`config.mk`:
```
export PLATFORM = sky130hd
export DESIGN_NAME = tcp_tx_traffic_generator
export DESIGN_NICKNAME = d
export VERILOG_FILES = /design/src/rtl/tcp_tg_pkg.sv /design/src/rtl/tcp_tx_traffic_generator.sv /design/src/rtl/tcp_tg_timer.sv /design/src/rtl/tcp_tg_client.sv
export SDC_FILE = /design/constraint.sdc
export NUM_CORES = 2
export LEC_CHECK = 0
export ABC_AREA = 1
export BUFFER_PORTS_ARGS = -buffer_cell sky130_fd_sc_hd__clkbuf_2
export CORE_MARGIN = 2
export CORE_UTILIZATION = 35
export DETAILED_ROUTE_END_ITERATION = 16
export PLACE_DENSITY = 0.6
export SYNTH_ARGS = -nofsm -noshare
export SYNTH_HDL_FRONTEND = slang
export SYNTH_SLANG_ARGS = --single-unit
```
`constraint.sdc`:
```
create_clock -name clock -period 20.9 [get_ports clock]
set_input_delay 4.18 -clock clock [delete_from_list [all_inputs] [get_ports clock]]
set_output_delay 4.18 -clock clock [all_outputs]
set_load 0.005 [all_outputs]
```
`src/rtl/tcp_tg_pkg.sv`:
```
`timescale 1ns / 1ps
// ----------------------------------------------------------------------------
// tcp_tg_pkg
// Shared types and codes of the TCP transmit traffic generator.
// ----------------------------------------------------------------------------
package tcp_tg_pkg;

   typedef enum logic [2:0] {
      PH_IDLE       = 3'd0,
      PH_WAIT_SESS  = 3'd1,
      PH_WAIT_PROBE = 3'd2,
      PH_PROBE_SEND = 3'd3,
      PH_CHECK      = 3'd4,
      PH_START      = 3'd5,
      PH_WRITE      = 3'd6
   } phase_type;

   typedef enum logic [1:0] {
      FN_TICK    = 2'd0,
      FN_SESSION = 2'd1,
      FN_STATUS  = 2'd2,
      FN_START   = 2'd3
   } func_type;

   localparam logic [1:0] ST_OK        = 2'd0;
   localparam logic [1:0] ST_NOT_FOUND = 2'd1;
   localparam logic [1:0] ST_BUF_FULL  = 2'd2;

   localparam logic [1:0] KIND_NONE    = 2'd0;
   localparam logic [1:0] KIND_PROBE   = 2'd1;
   localparam logic [1:0] KIND_PATTERN = 2'd2;

   localparam logic [1:0] CSR_SESSIONS = 2'd0;
   localparam logic [1:0] CSR_WORDS    = 2'd1;
   localparam logic [1:0] CSR_CLOCK_HZ = 2'd2;
   localparam logic [1:0] CSR_SECONDS  = 2'd3;

   // client to timer
   typedef struct packed {
      logic start_req;
   } client_ctl_type;

   // timer to client
   typedef struct packed {
      logic expire;
   } timer_ctl_type;

   typedef struct packed {
      logic        event_taken;
      logic        meta_valid;
      logic [15:0] meta_session;
      logic [31:0] meta_length;
      logic [1:0]  data_kind;
      logic        data_last;
      phase_type   client_phase;
   } client_rsp_type;

endpackage

```
`src/rtl/tcp_tx_traffic_generator.sv`:
```
`timescale 1ns / 1ps
// ----------------------------------------------------------------------------
// tcp_tx_traffic_generator
// TCP transmit benchmark client with run-length timer, one tick per request.
// ----------------------------------------------------------------------------
// Each request is one tick and yields exactly one response. A request is
// registered on entry, the client and timer step are evaluated combinationally
// and the response lands in an output register, so a new request is taken
// every clock while the response side keeps up; throughput is one request
// per cycle. The response is presented from the output register once the
// step has run, which waits while an older response is still held. The tick
// target clock_hz*run_seconds and the packet byte length are precomputed
// from the configuration registers by registered multipliers, so the CSRs
// must be written while the block is idle.
module tcp_tx_traffic_generator
   import tcp_tg_pkg::*;
#(
   parameter int DATA_WIDTH = 512
)
(
   input  logic        clock,
   input  logic        reset,
   input  logic        req_tvalid,
   output logic        req_tready,
   input  logic [23:0] req_tdata,  // conn_id[15:0], status_error[17:16], pad
   input  logic [1:0]  req_tuser,  // func[1:0]
   output logic        rsp_tvalid,
   input  logic        rsp_tready,
   // event_taken[0], meta_valid[1], meta_session[17:2], meta_length[49:18],
   // client_phase[52:50], timer_running[53], pad
   output logic [55:0] rsp_tdata,
   output logic [1:0]  rsp_tuser,  // data_kind[1:0]
   output logic        rsp_tlast,  // data_last
   input  logic        csr_valid,
   output logic        csr_ready,
   input  logic [1:0]  csr_index,
   input  logic [31:0] csr_data
);

   logic [15:0] sessions_wanted_ff;
   logic [31:0] words_per_packet_ff, clock_hz_ff, run_seconds_ff;

   logic        in_valid_ff;
   logic [1:0]  func_ff, status_ff;
   logic [15:0] sid_ff;

   logic           out_valid_ff;
   client_rsp_type out_ff;
   logic           timer_out_ff;

   logic           advance;
   client_ctl_type client_ctl;
   timer_ctl_type  timer_ctl;
   client_rsp_type step_rsp;
   logic           timer_on_in;

   assign csr_ready  = 1'b1;
   assign advance    = in_valid_ff && (!out_valid_ff || rsp_tready);
   assign req_tready = !in_valid_ff || advance;

   always_ff @(posedge clock) begin
      if (reset) begin
         sessions_wanted_ff  <= '0;
         words_per_packet_ff <= 32'd1;
         clock_hz_ff         <= 32'd250000000;
         run_seconds_ff      <= 32'd1;
      end else if (csr_valid) begin
         case (csr_index)
            CSR_SESSIONS: sessions_wanted_ff  <= csr_data[15:0];
            CSR_WORDS:    words_per_packet_ff <= csr_data;
            CSR_CLOCK_HZ: clock_hz_ff         <= csr_data;
            CSR_SECONDS:  run_seconds_ff      <= csr_data;
            default:      ;
         endcase
      end
   end

   always_ff @(posedge clock) begin
      if (reset) begin
         in_valid_ff <= 1'b0;
      end else if (req_tready) begin
         in_valid_ff <= req_tvalid;
      end
   end

   always_ff @(posedge clock) begin
      if (req_tvalid && req_tready) begin
         func_ff   <= req_tuser;
         sid_ff    <= req_tdata[15:0];
         status_ff <= req_tdata[17:16];
      end
   end

   tcp_tg_client #(
      .DATA_WIDTH (DATA_WIDTH)
   ) u_client (
      .clock            (clock),
      .reset            (reset),
      .advance          (advance),
      .sessions_wanted  (sessions_wanted_ff),
      .words_per_packet (words_per_packet_ff),
      .func             (func_ff),
      .conn_id          (sid_ff),
      .status_error     (status_ff),
      .timer_ctl        (timer_ctl),
      .client_ctl       (client_ctl),
      .rsp              (step_rsp)
   );

   tcp_tg_timer u_timer (
      .clock       (clock),
      .reset       (reset),
      .advance     (advance),
      .clock_hz    (clock_hz_ff),
      .run_seconds (run_seconds_ff),
      .client_ctl  (client_ctl),
      .timer_ctl   (timer_ctl),
      .timer_on_in (timer_on_in)
   );

   always_ff @(posedge clock) begin
      if (reset) begin
         out_valid_ff <= 1'b0;
      end else if (advance) begin
         out_valid_ff <= 1'b1;
      end else if (rsp_tready) begin
         out_valid_ff <= 1'b0;
      end
   end

   always_ff @(posedge clock) begin
      if (advance) begin
         out_ff       <= step_rsp;
         timer_out_ff <= timer_on_in;
      end
   end

   assign rsp_tvalid = out_valid_ff;
   assign rsp_tdata  = {2'b00, timer_out_ff, out_ff.client_phase, out_ff.meta_length,
                        out_ff.meta_session, out_ff.meta_valid, out_ff.event_taken};
   assign rsp_tuser  = out_ff.data_kind;
   assign rsp_tlast  = out_ff.data_last;

   a_meta_idle_zero: assert property (@(posedge clock) disable iff (reset)
      rsp_tvalid && !rsp_tdata[1] |-> rsp_tdata[49:2] == 48'd0)
      else $error("meta fields set without a meta request");

   a_last_needs_data: assert property (@(posedge clock) disable iff (reset)
      rsp_tvalid && rsp_tuser == KIND_NONE |-> !rsp_tlast)
      else $error("last flag without a data word");

   a_item_held: assert property (@(posedge clock) disable iff (reset)
      in_valid_ff && !advance |=> in_valid_ff && $stable(sid_ff))
      else $error("pending request lost while stalled");

endmodule

```
`src/rtl/tcp_tg_timer.sv`:
```
`timescale 1ns / 1ps
// ----------------------------------------------------------------------------
// tcp_tg_timer
// Run-length timer: counts clock_hz * run_seconds requests once started.
// ----------------------------------------------------------------------------
module tcp_tg_timer
   import tcp_tg_pkg::*;
(
   input  logic           clock,
   input  logic           reset,
   input  logic           advance,
   input  logic [31:0]    clock_hz,
   input  logic [31:0]    run_seconds,
   input  client_ctl_type client_ctl,
   output timer_ctl_type  timer_ctl,
   output logic           timer_on_in
);

   logic [63:0] target_prod_ff;
   logic [63:0] tick_count_ff, tick_count_in;
   logic [63:0] tick_target_ff, tick_target_in;
   logic        timer_on_ff;
   logic [1:0]  pending_ff, pending_in;

   // product precomputed; the user must change config only while idle, the block does not enforce it
   always_ff @(posedge clock) begin
      target_prod_ff <= 64'(clock_hz) * 64'(run_seconds);
   end

   always_comb begin
      logic [1:0] pend;
      pend           = pending_ff;
      tick_count_in  = tick_count_ff;
      tick_target_in = tick_target_ff;
      timer_on_in    = timer_on_ff;
      timer_ctl      = '0;
      if (client_ctl.start_req && pending_ff != 2'd2) begin
         pend = pending_ff + 2'd1;
      end
      pending_in = pend;
      if (!timer_on_ff) begin
         if (pend != 2'd0) begin
            pending_in     = pend - 2'd1;
            tick_count_in  = '0;
            tick_target_in = target_prod_ff;
            timer_on_in    = 1'b1;
         end
      end else if (tick_count_ff >= tick_target_ff) begin
         timer_ctl.expire = 1'b1;
         timer_on_in      = 1'b0;
      end else begin
         tick_count_in = tick_count_ff + 64'd1;
      end
   end

   always_ff @(posedge clock) begin
      if (reset) begin
         tick_count_ff  <= '0;
         tick_target_ff <= '0;
         timer_on_ff    <= 1'b0;
         pending_ff     <= '0;
      end else if (advance) begin
         tick_count_ff  <= tick_count_in;
         tick_target_ff <= tick_target_in;
         timer_on_ff    <= timer_on_in;
         pending_ff     <= pending_in;
      end
   end

endmodule

```
`src/rtl/tcp_tg_client.sv`:
```
`timescale 1ns / 1ps
// ----------------------------------------------------------------------------
// tcp_tg_client
// Seven-phase benchmark client: session collection, probing, packet streaming.
// ----------------------------------------------------------------------------
module tcp_tg_client
   import tcp_tg_pkg::*;
#(
   parameter int DATA_WIDTH = 512
)
(
   input  logic           clock,
   input  logic           reset,
   input  logic           advance,
   input  logic [15:0]    sessions_wanted,
   input  logic [31:0]    words_per_packet,
   input  logic [1:0]     func,
   input  logic [15:0]    conn_id,
   input  logic [1:0]     status_error,
   input  timer_ctl_type  timer_ctl,
   output client_ctl_type client_ctl,
   output client_rsp_type rsp
);

   localparam logic [31:0] WORD_BYTES = 32'(DATA_WIDTH / 8);

   phase_type   phase_ff, phase_in;
   logic [15:0] active_ff, active_in;
   logic [15:0] open_ff, open_in;
   logic [15:0] seen_ff, seen_in;
   logic [15:0] probe_ff, probe_in;
   logic [31:0] word_ff, word_in;
   logic        stop_ff, stop_in;
   logic        end_ff, end_in;
   logic [31:0] pkt_bytes_ff;

   always_ff @(posedge clock) begin
      pkt_bytes_ff <= 32'(64'(words_per_packet) * 64'(WORD_BYTES));
   end

   always_comb begin
      phase_in   = phase_ff;
      active_in  = active_ff;
      open_in    = open_ff;
      seen_in    = seen_ff;
      probe_in   = probe_ff;
      word_in    = word_ff;
      stop_in    = stop_ff;
      end_in     = end_ff;
      client_ctl = '0;
      rsp        = '0;
      case (phase_ff)
         PH_IDLE: begin
            if (func == FN_START) begin
               active_in = '0;
               open_in   = '0;
               seen_in   = '0;
               probe_in  = '0;
               word_in   = '0;
               end_in    = 1'b0;
               stop_in   = 1'b0;
               phase_in  = PH_WAIT_SESS;
            end
         end
         PH_WAIT_SESS: begin
            if (seen_ff == sessions_wanted) begin
               client_ctl.start_req = 1'b1;
               probe_in             = '0;
               phase_in             = PH_WAIT_PROBE;
            end else if (func == FN_SESSION) begin
               rsp.event_taken  = 1'b1;
               rsp.meta_valid   = 1'b1;
               rsp.meta_session = conn_id;
               rsp.meta_length  = WORD_BYTES;
               open_in          = open_ff + 16'd1;
               seen_in          = seen_ff + 16'd1;
            end
         end
         PH_WAIT_PROBE: begin
            if (probe_ff == open_ff) begin
               probe_in = '0;
               phase_in = PH_CHECK;
            end else if (func == FN_STATUS) begin
               rsp.event_taken = 1'b1;
               if (status_error == ST_OK) begin
                  active_in = conn_id;
                  phase_in  = PH_PROBE_SEND;
               end else if (status_error == ST_NOT_FOUND) begin
                  open_in = open_ff - 16'd1;
               end else begin
                  rsp.meta_valid   = 1'b1;
                  rsp.meta_session = conn_id;
                  rsp.meta_length  = WORD_BYTES;
               end
            end
         end
         PH_PROBE_SEND: begin
            rsp.data_kind    = KIND_PROBE;
            rsp.data_last    = 1'b1;
            rsp.meta_valid   = 1'b1;
            rsp.meta_session = active_ff;
            rsp.meta_length  = pkt_bytes_ff;
            probe_in         = probe_ff + 16'd1;
            phase_in         = PH_WAIT_PROBE;
         end
         PH_CHECK: begin
            if (open_ff == 16'd0) begin
               phase_in = PH_IDLE;
            end else if (func == FN_STATUS) begin
               rsp.event_taken = 1'b1;
               if (stop_ff) begin
                  open_in = open_ff - 16'd1;
               end else if (status_error == ST_OK) begin
                  active_in = conn_id;
                  phase_in  = PH_START;
               end else if (status_error == ST_BUF_FULL && !end_ff) begin
                  rsp.meta_valid   = 1'b1;
                  rsp.meta_session = conn_id;
                  rsp.meta_length  = pkt_bytes_ff;
               end else begin
                  open_in = open_ff - 16'd1;
               end
            end
         end
         PH_START: begin
            if (!end_ff) begin
               rsp.meta_valid   = 1'b1;
               rsp.meta_session = active_ff;
               rsp.meta_length  = pkt_bytes_ff;
            end else begin
               stop_in = 1'b1;
               open_in = open_ff - 16'd1;
            end
            rsp.data_kind = KIND_PATTERN;
            if (words_per_packet == 32'd1) begin
               rsp.data_last = 1'b1;
               word_in       = '0;
               phase_in      = PH_CHECK;
            end else begin
               word_in  = 32'd1;
               phase_in = PH_WRITE;
            end
         end
         PH_WRITE: begin
            rsp.data_kind = KIND_PATTERN;
            word_in       = word_ff + 32'd1;
            if (word_in == words_per_packet) begin
               rsp.data_last = 1'b1;
               word_in       = '0;
               phase_in      = PH_CHECK;
            end
         end
         default: begin
            phase_in = PH_IDLE;
         end
      endcase
      if (timer_ctl.expire) begin
         end_in = 1'b1;
      end
      rsp.client_phase = phase_in;
   end

   always_ff @(posedge clock) begin
      if (reset) begin
         phase_ff  <= PH_IDLE;
         active_ff <= '0;
         open_ff   <= '0;
         seen_ff   <= '0;
         probe_ff  <= '0;
         word_ff   <= '0;
         stop_ff   <= 1'b0;
         end_ff    <= 1'b0;
      end else if (advance) begin
         phase_ff  <= phase_in;
         active_ff <= active_in;
         open_ff   <= open_in;
         seen_ff   <= seen_in;
         probe_ff  <= probe_in;
         word_ff   <= word_in;
         stop_ff   <= stop_in;
         end_ff    <= end_in;
      end
   end

endmodule

```
==> reports/metrics.cfg <==
[outcome]
status=complete, no violations

[yosys]
postSynthCellCount=7714
ys_ff_latch=507
ys_warn_count=0
synth_flop_cell=dfxtp_1
synth_seq_area_share_pct=18.49
synth.lib_cells_used.distinct=49
synth-edff-count=71
synth_area_um2=58740
synthesis.area_per_instance_um2=7.615
proportion_of_register_bits_with_asynchronous_set_or_reset_after_synthesis_pct=0

[sta]
timing.final.crit_period_ns=8.727
report.final.slew_viol_count=0
slew-limit-headroom_pct=19.34
unrepaired_setup_endpoints_after_global_routing=no
report.final.hold_viol_count=0
setup_slack_ns=12.17
min_period_over_period_pct=41.76
number_of_endpoints_failing_setup_at_the_final_stage=0
tightestPinTransition_ns=1.206
worst_clock_skew_ns=0.04102
clock.fmax_mhz=114.6
totalNegativeSetupSlack_ns=0

[setup_path]
crit_path_frequent_cell=clkbuf_2
timing.critical_path.to_type=output pin
critical-path-max-stage-delay_ns=0.13
critical_path.cell_chain=clkbuf_2 -> inv_1 -> nand3_1 -> clkbuf_2
critical_path_arrival_ns=4.55
cp.buffers_inverters=3
maximum_fanout_count_along_the_critical_path=3
timing.critical_path.max_delay_family=buffers and inverters
crit_type=in2out
required_ns=16.72
crit_slowest_cell=clkbuf_2
critPathLaunchType=input pin

[floorplan]
fp.dieW_um=413.7
fp.dieArea_um2=171100
io_pins=127
coreArea_um2=166800
die_h_um=413.7
floorplan.rows=150
starting_density_pct=35.21

[detailed_routing]
post-route-drc-count=0
antenna_left=0
firstDrtPassIters=6
wl_per_cell_um=16.77
viasPerCell=4.860
drt_first_iter_violations=3123
postRouteWirelength_mm=164.7
dr_total_vias=47730

[global_routing]
grt_antenna_before_repair=4
wire_length_of_the_first_global_routing_pass_mm=268.7
grt_overflow=0
grt_pass1_vias=49500
grt_start_max_net_pins=121
grt.total_usage_pct=19.61

[pwr]
total_power_divided_by_cell_area_nw_per_um2=76.15
leakage_nw=32.90
peakVddDrop_uv=94.10

[clocking]
clock_tree_from_tritoncts=yes
cts-buffers-inserted=59
path_clk_slew_ns=0.06
cts.repair_timing.setup_buffer_count=0
max-clock-path-buffers=3
cts.sinks=507
post_cts_hold_buffer_count=0
cts_resized=0
cts.htree.levels=2
clock-root-buffer=clkbuf_16
clock_insertion_delay_worst_skew_ns=0.67

[cells_and_area]
area_growth_pct=7.595
layout.core_utilization_pct=37.88
post_route_cells_drive_above_1_share_pct=4.689
layout.nets=8873

[place]
dp_worst_setup_slack_ns=12.17
hpwl_mm=127.5
port_buffers=111
place_congestion=0.9088

[hold_path]
hold_path.class=reg2reg

[run]
maxCapViolCount=0

[per-stage QoR]
step | power, mW | instance area, um2 | hold slack [ns] | std cells
CTS | 4.857 | 63200 | 0.3699 | 9817
floorplan | 2.900 | 58770 | 0.3506 | 7721
detailed placement | 3.699 | 61050 | 0.3611 | 9708
finish | 4.813 | 63210 | 0.3703 | 9819
global route | 5.221 | 63210 | 0.3810 | 9819
global placement | 3.689 | 61050 | 0.3635 | 9708
[synth_stat cells, types with 6 or more instances]
master / n / area share (%)
inv_1: 1845 / 12
nand2_1: 1763 / 11
fa_1: 897 / 31
nor2_1: 545 / 3.5
dfxtp_1: 436 / 15
a21oi_1: 393 / 3.3
ha_1: 346 / 7.4
clkbuf_1: 345 / 2.2
o21ai_0: 272 / 2.3
nand3_1: 164 / 1.4
nand4_1: 141 / 1.5
xor2_1: 114 / 1.7
edfxtp_1: 71 / 3.6
xnor2_1: 67 / 1.0
nor3_1: 52 / 0.44
nor4_1: 40 / 0.43
a31oi_1: 23 / 0.24
buf_2: 23 / 0.20
buf_4: 19 / 0.24
a211oi_1: 17 / 0.22
o21a_1: 14 / 0.18
nor2_2: 11 / 0.12
nand2_2: 10 / 0.11
o21bai_1: 10 / 0.13
buf_6: 9 / 0.17
buf_1: 8 / 0.051
inv_2: 8 / 0.051
o211ai_1: 8 / 0.10
or2_2: 8 / 0.085
nand3b_1: 7 / 0.089
o21ai_1: 6 / 0.051
[per-layer routing]
layer,vias up,part of all wire [%],GRT usage (%)
met5,-,0.0079,0
met1,23490,44,25.76
li1,22580,-,-
met4,2,3.0,5.768
met2,1354,48,33.84
met3,301,5.3,2.184
[sequential cells by signal, indices dropped and copies added, names as in the netlist, 26 cells and up]
signal,cells
u_timer.target_prod_ff,64
u_timer.tick_count_ff,64
u_timer.tick_target_ff,64
rsp_tdata,47
clock_hz_ff,32
run_seconds_ff,32
u_client.word_ff,32
words_per_packet_ff,32
u_client.pkt_bytes_ff,26
[placed cells by master (no fill, tap or decap), types with 10 or more instances in the layout]
| cell | instances |
|---|---|
| bufinv_16 | 10 |
| nor2_2 | 12 |
| inv_1 | 1843 |
| xnor2_1 | 67 |
| nor2_1 | 543 |
| a21oi_1 | 393 |
| edfxtp_1 | 71 |
| o21bai_1 | 10 |
| ha_1 | 346 |
| dfxtp_1 | 430 |
| nand4_1 | 141 |
| clkinv_2 | 12 |
| clkbuf_16 | 59 |
| nor4_1 | 39 |
| nand2_2 | 11 |
| nand2_1 | 1762 |
| clkbuf_8 | 11 |
| xor2_1 | 114 |
| buf_4 | 77 |
| o21a_1 | 14 |
| a31oi_1 | 23 |
| clkbuf_2 | 110 |
| fa_1 | 897 |
| a211oi_1 | 17 |
| nand3_1 | 162 |
| nor3_1 | 49 |
| o21ai_0 | 272 |
[power breakdown]
part	leakage (nW)	switching (mW)	internal (mW)
combinational	27.6	1.64	0.901
clock	1.06	0.451	0.684
sequential	4.24	0.0431	1.09
total	32.9	2.13	2.68
[cell families after synthesis]
logic type / after synthesis / share of synthesized area [%]
AOI/OAI and AO/OA: 760 / 6.826
xor gates and xnor gates: 184 / 2.818
adders and majority gates: 1243 / 37.94
buffers and inverters: 2258 / 14.71
DFF: 507 / 18.49
other: 2 / 0.01278
and+or+nand+nor: 2760 / 19.20
[path summary, 6_finish.rpt]
check	cells after the start	slack (ns)	end	from
min reg2reg	0	0.37	u_client.pkt_bytes_ff[11]$_DFF_P_	words_per_packet_ff[5]$_SDFFE_PP0P_
min	0	0.37	u_client.pkt_bytes_ff[11]$_DFF_P_	words_per_packet_ff[5]$_SDFFE_PP0P_
max	4	12.17	req_tready	rsp_tready
max reg2reg	22	12.68	u_timer.target_prod_ff[49]$_DFF_P_	run_seconds_ff[8]$_SDFFE_PP0P_
[final cells by class]
class	count	area [um2]
flip-flops and latches	507	10870
clock inverters	34	504.2
well taps	2204	2758
diodes	2	5.005
clock buffers	75	1647
multi-input cells	4956	39330
fillers	17200	103600
repair buffers	187	1129
inverters	1854	6964
(Power assumes the default switching activity.)
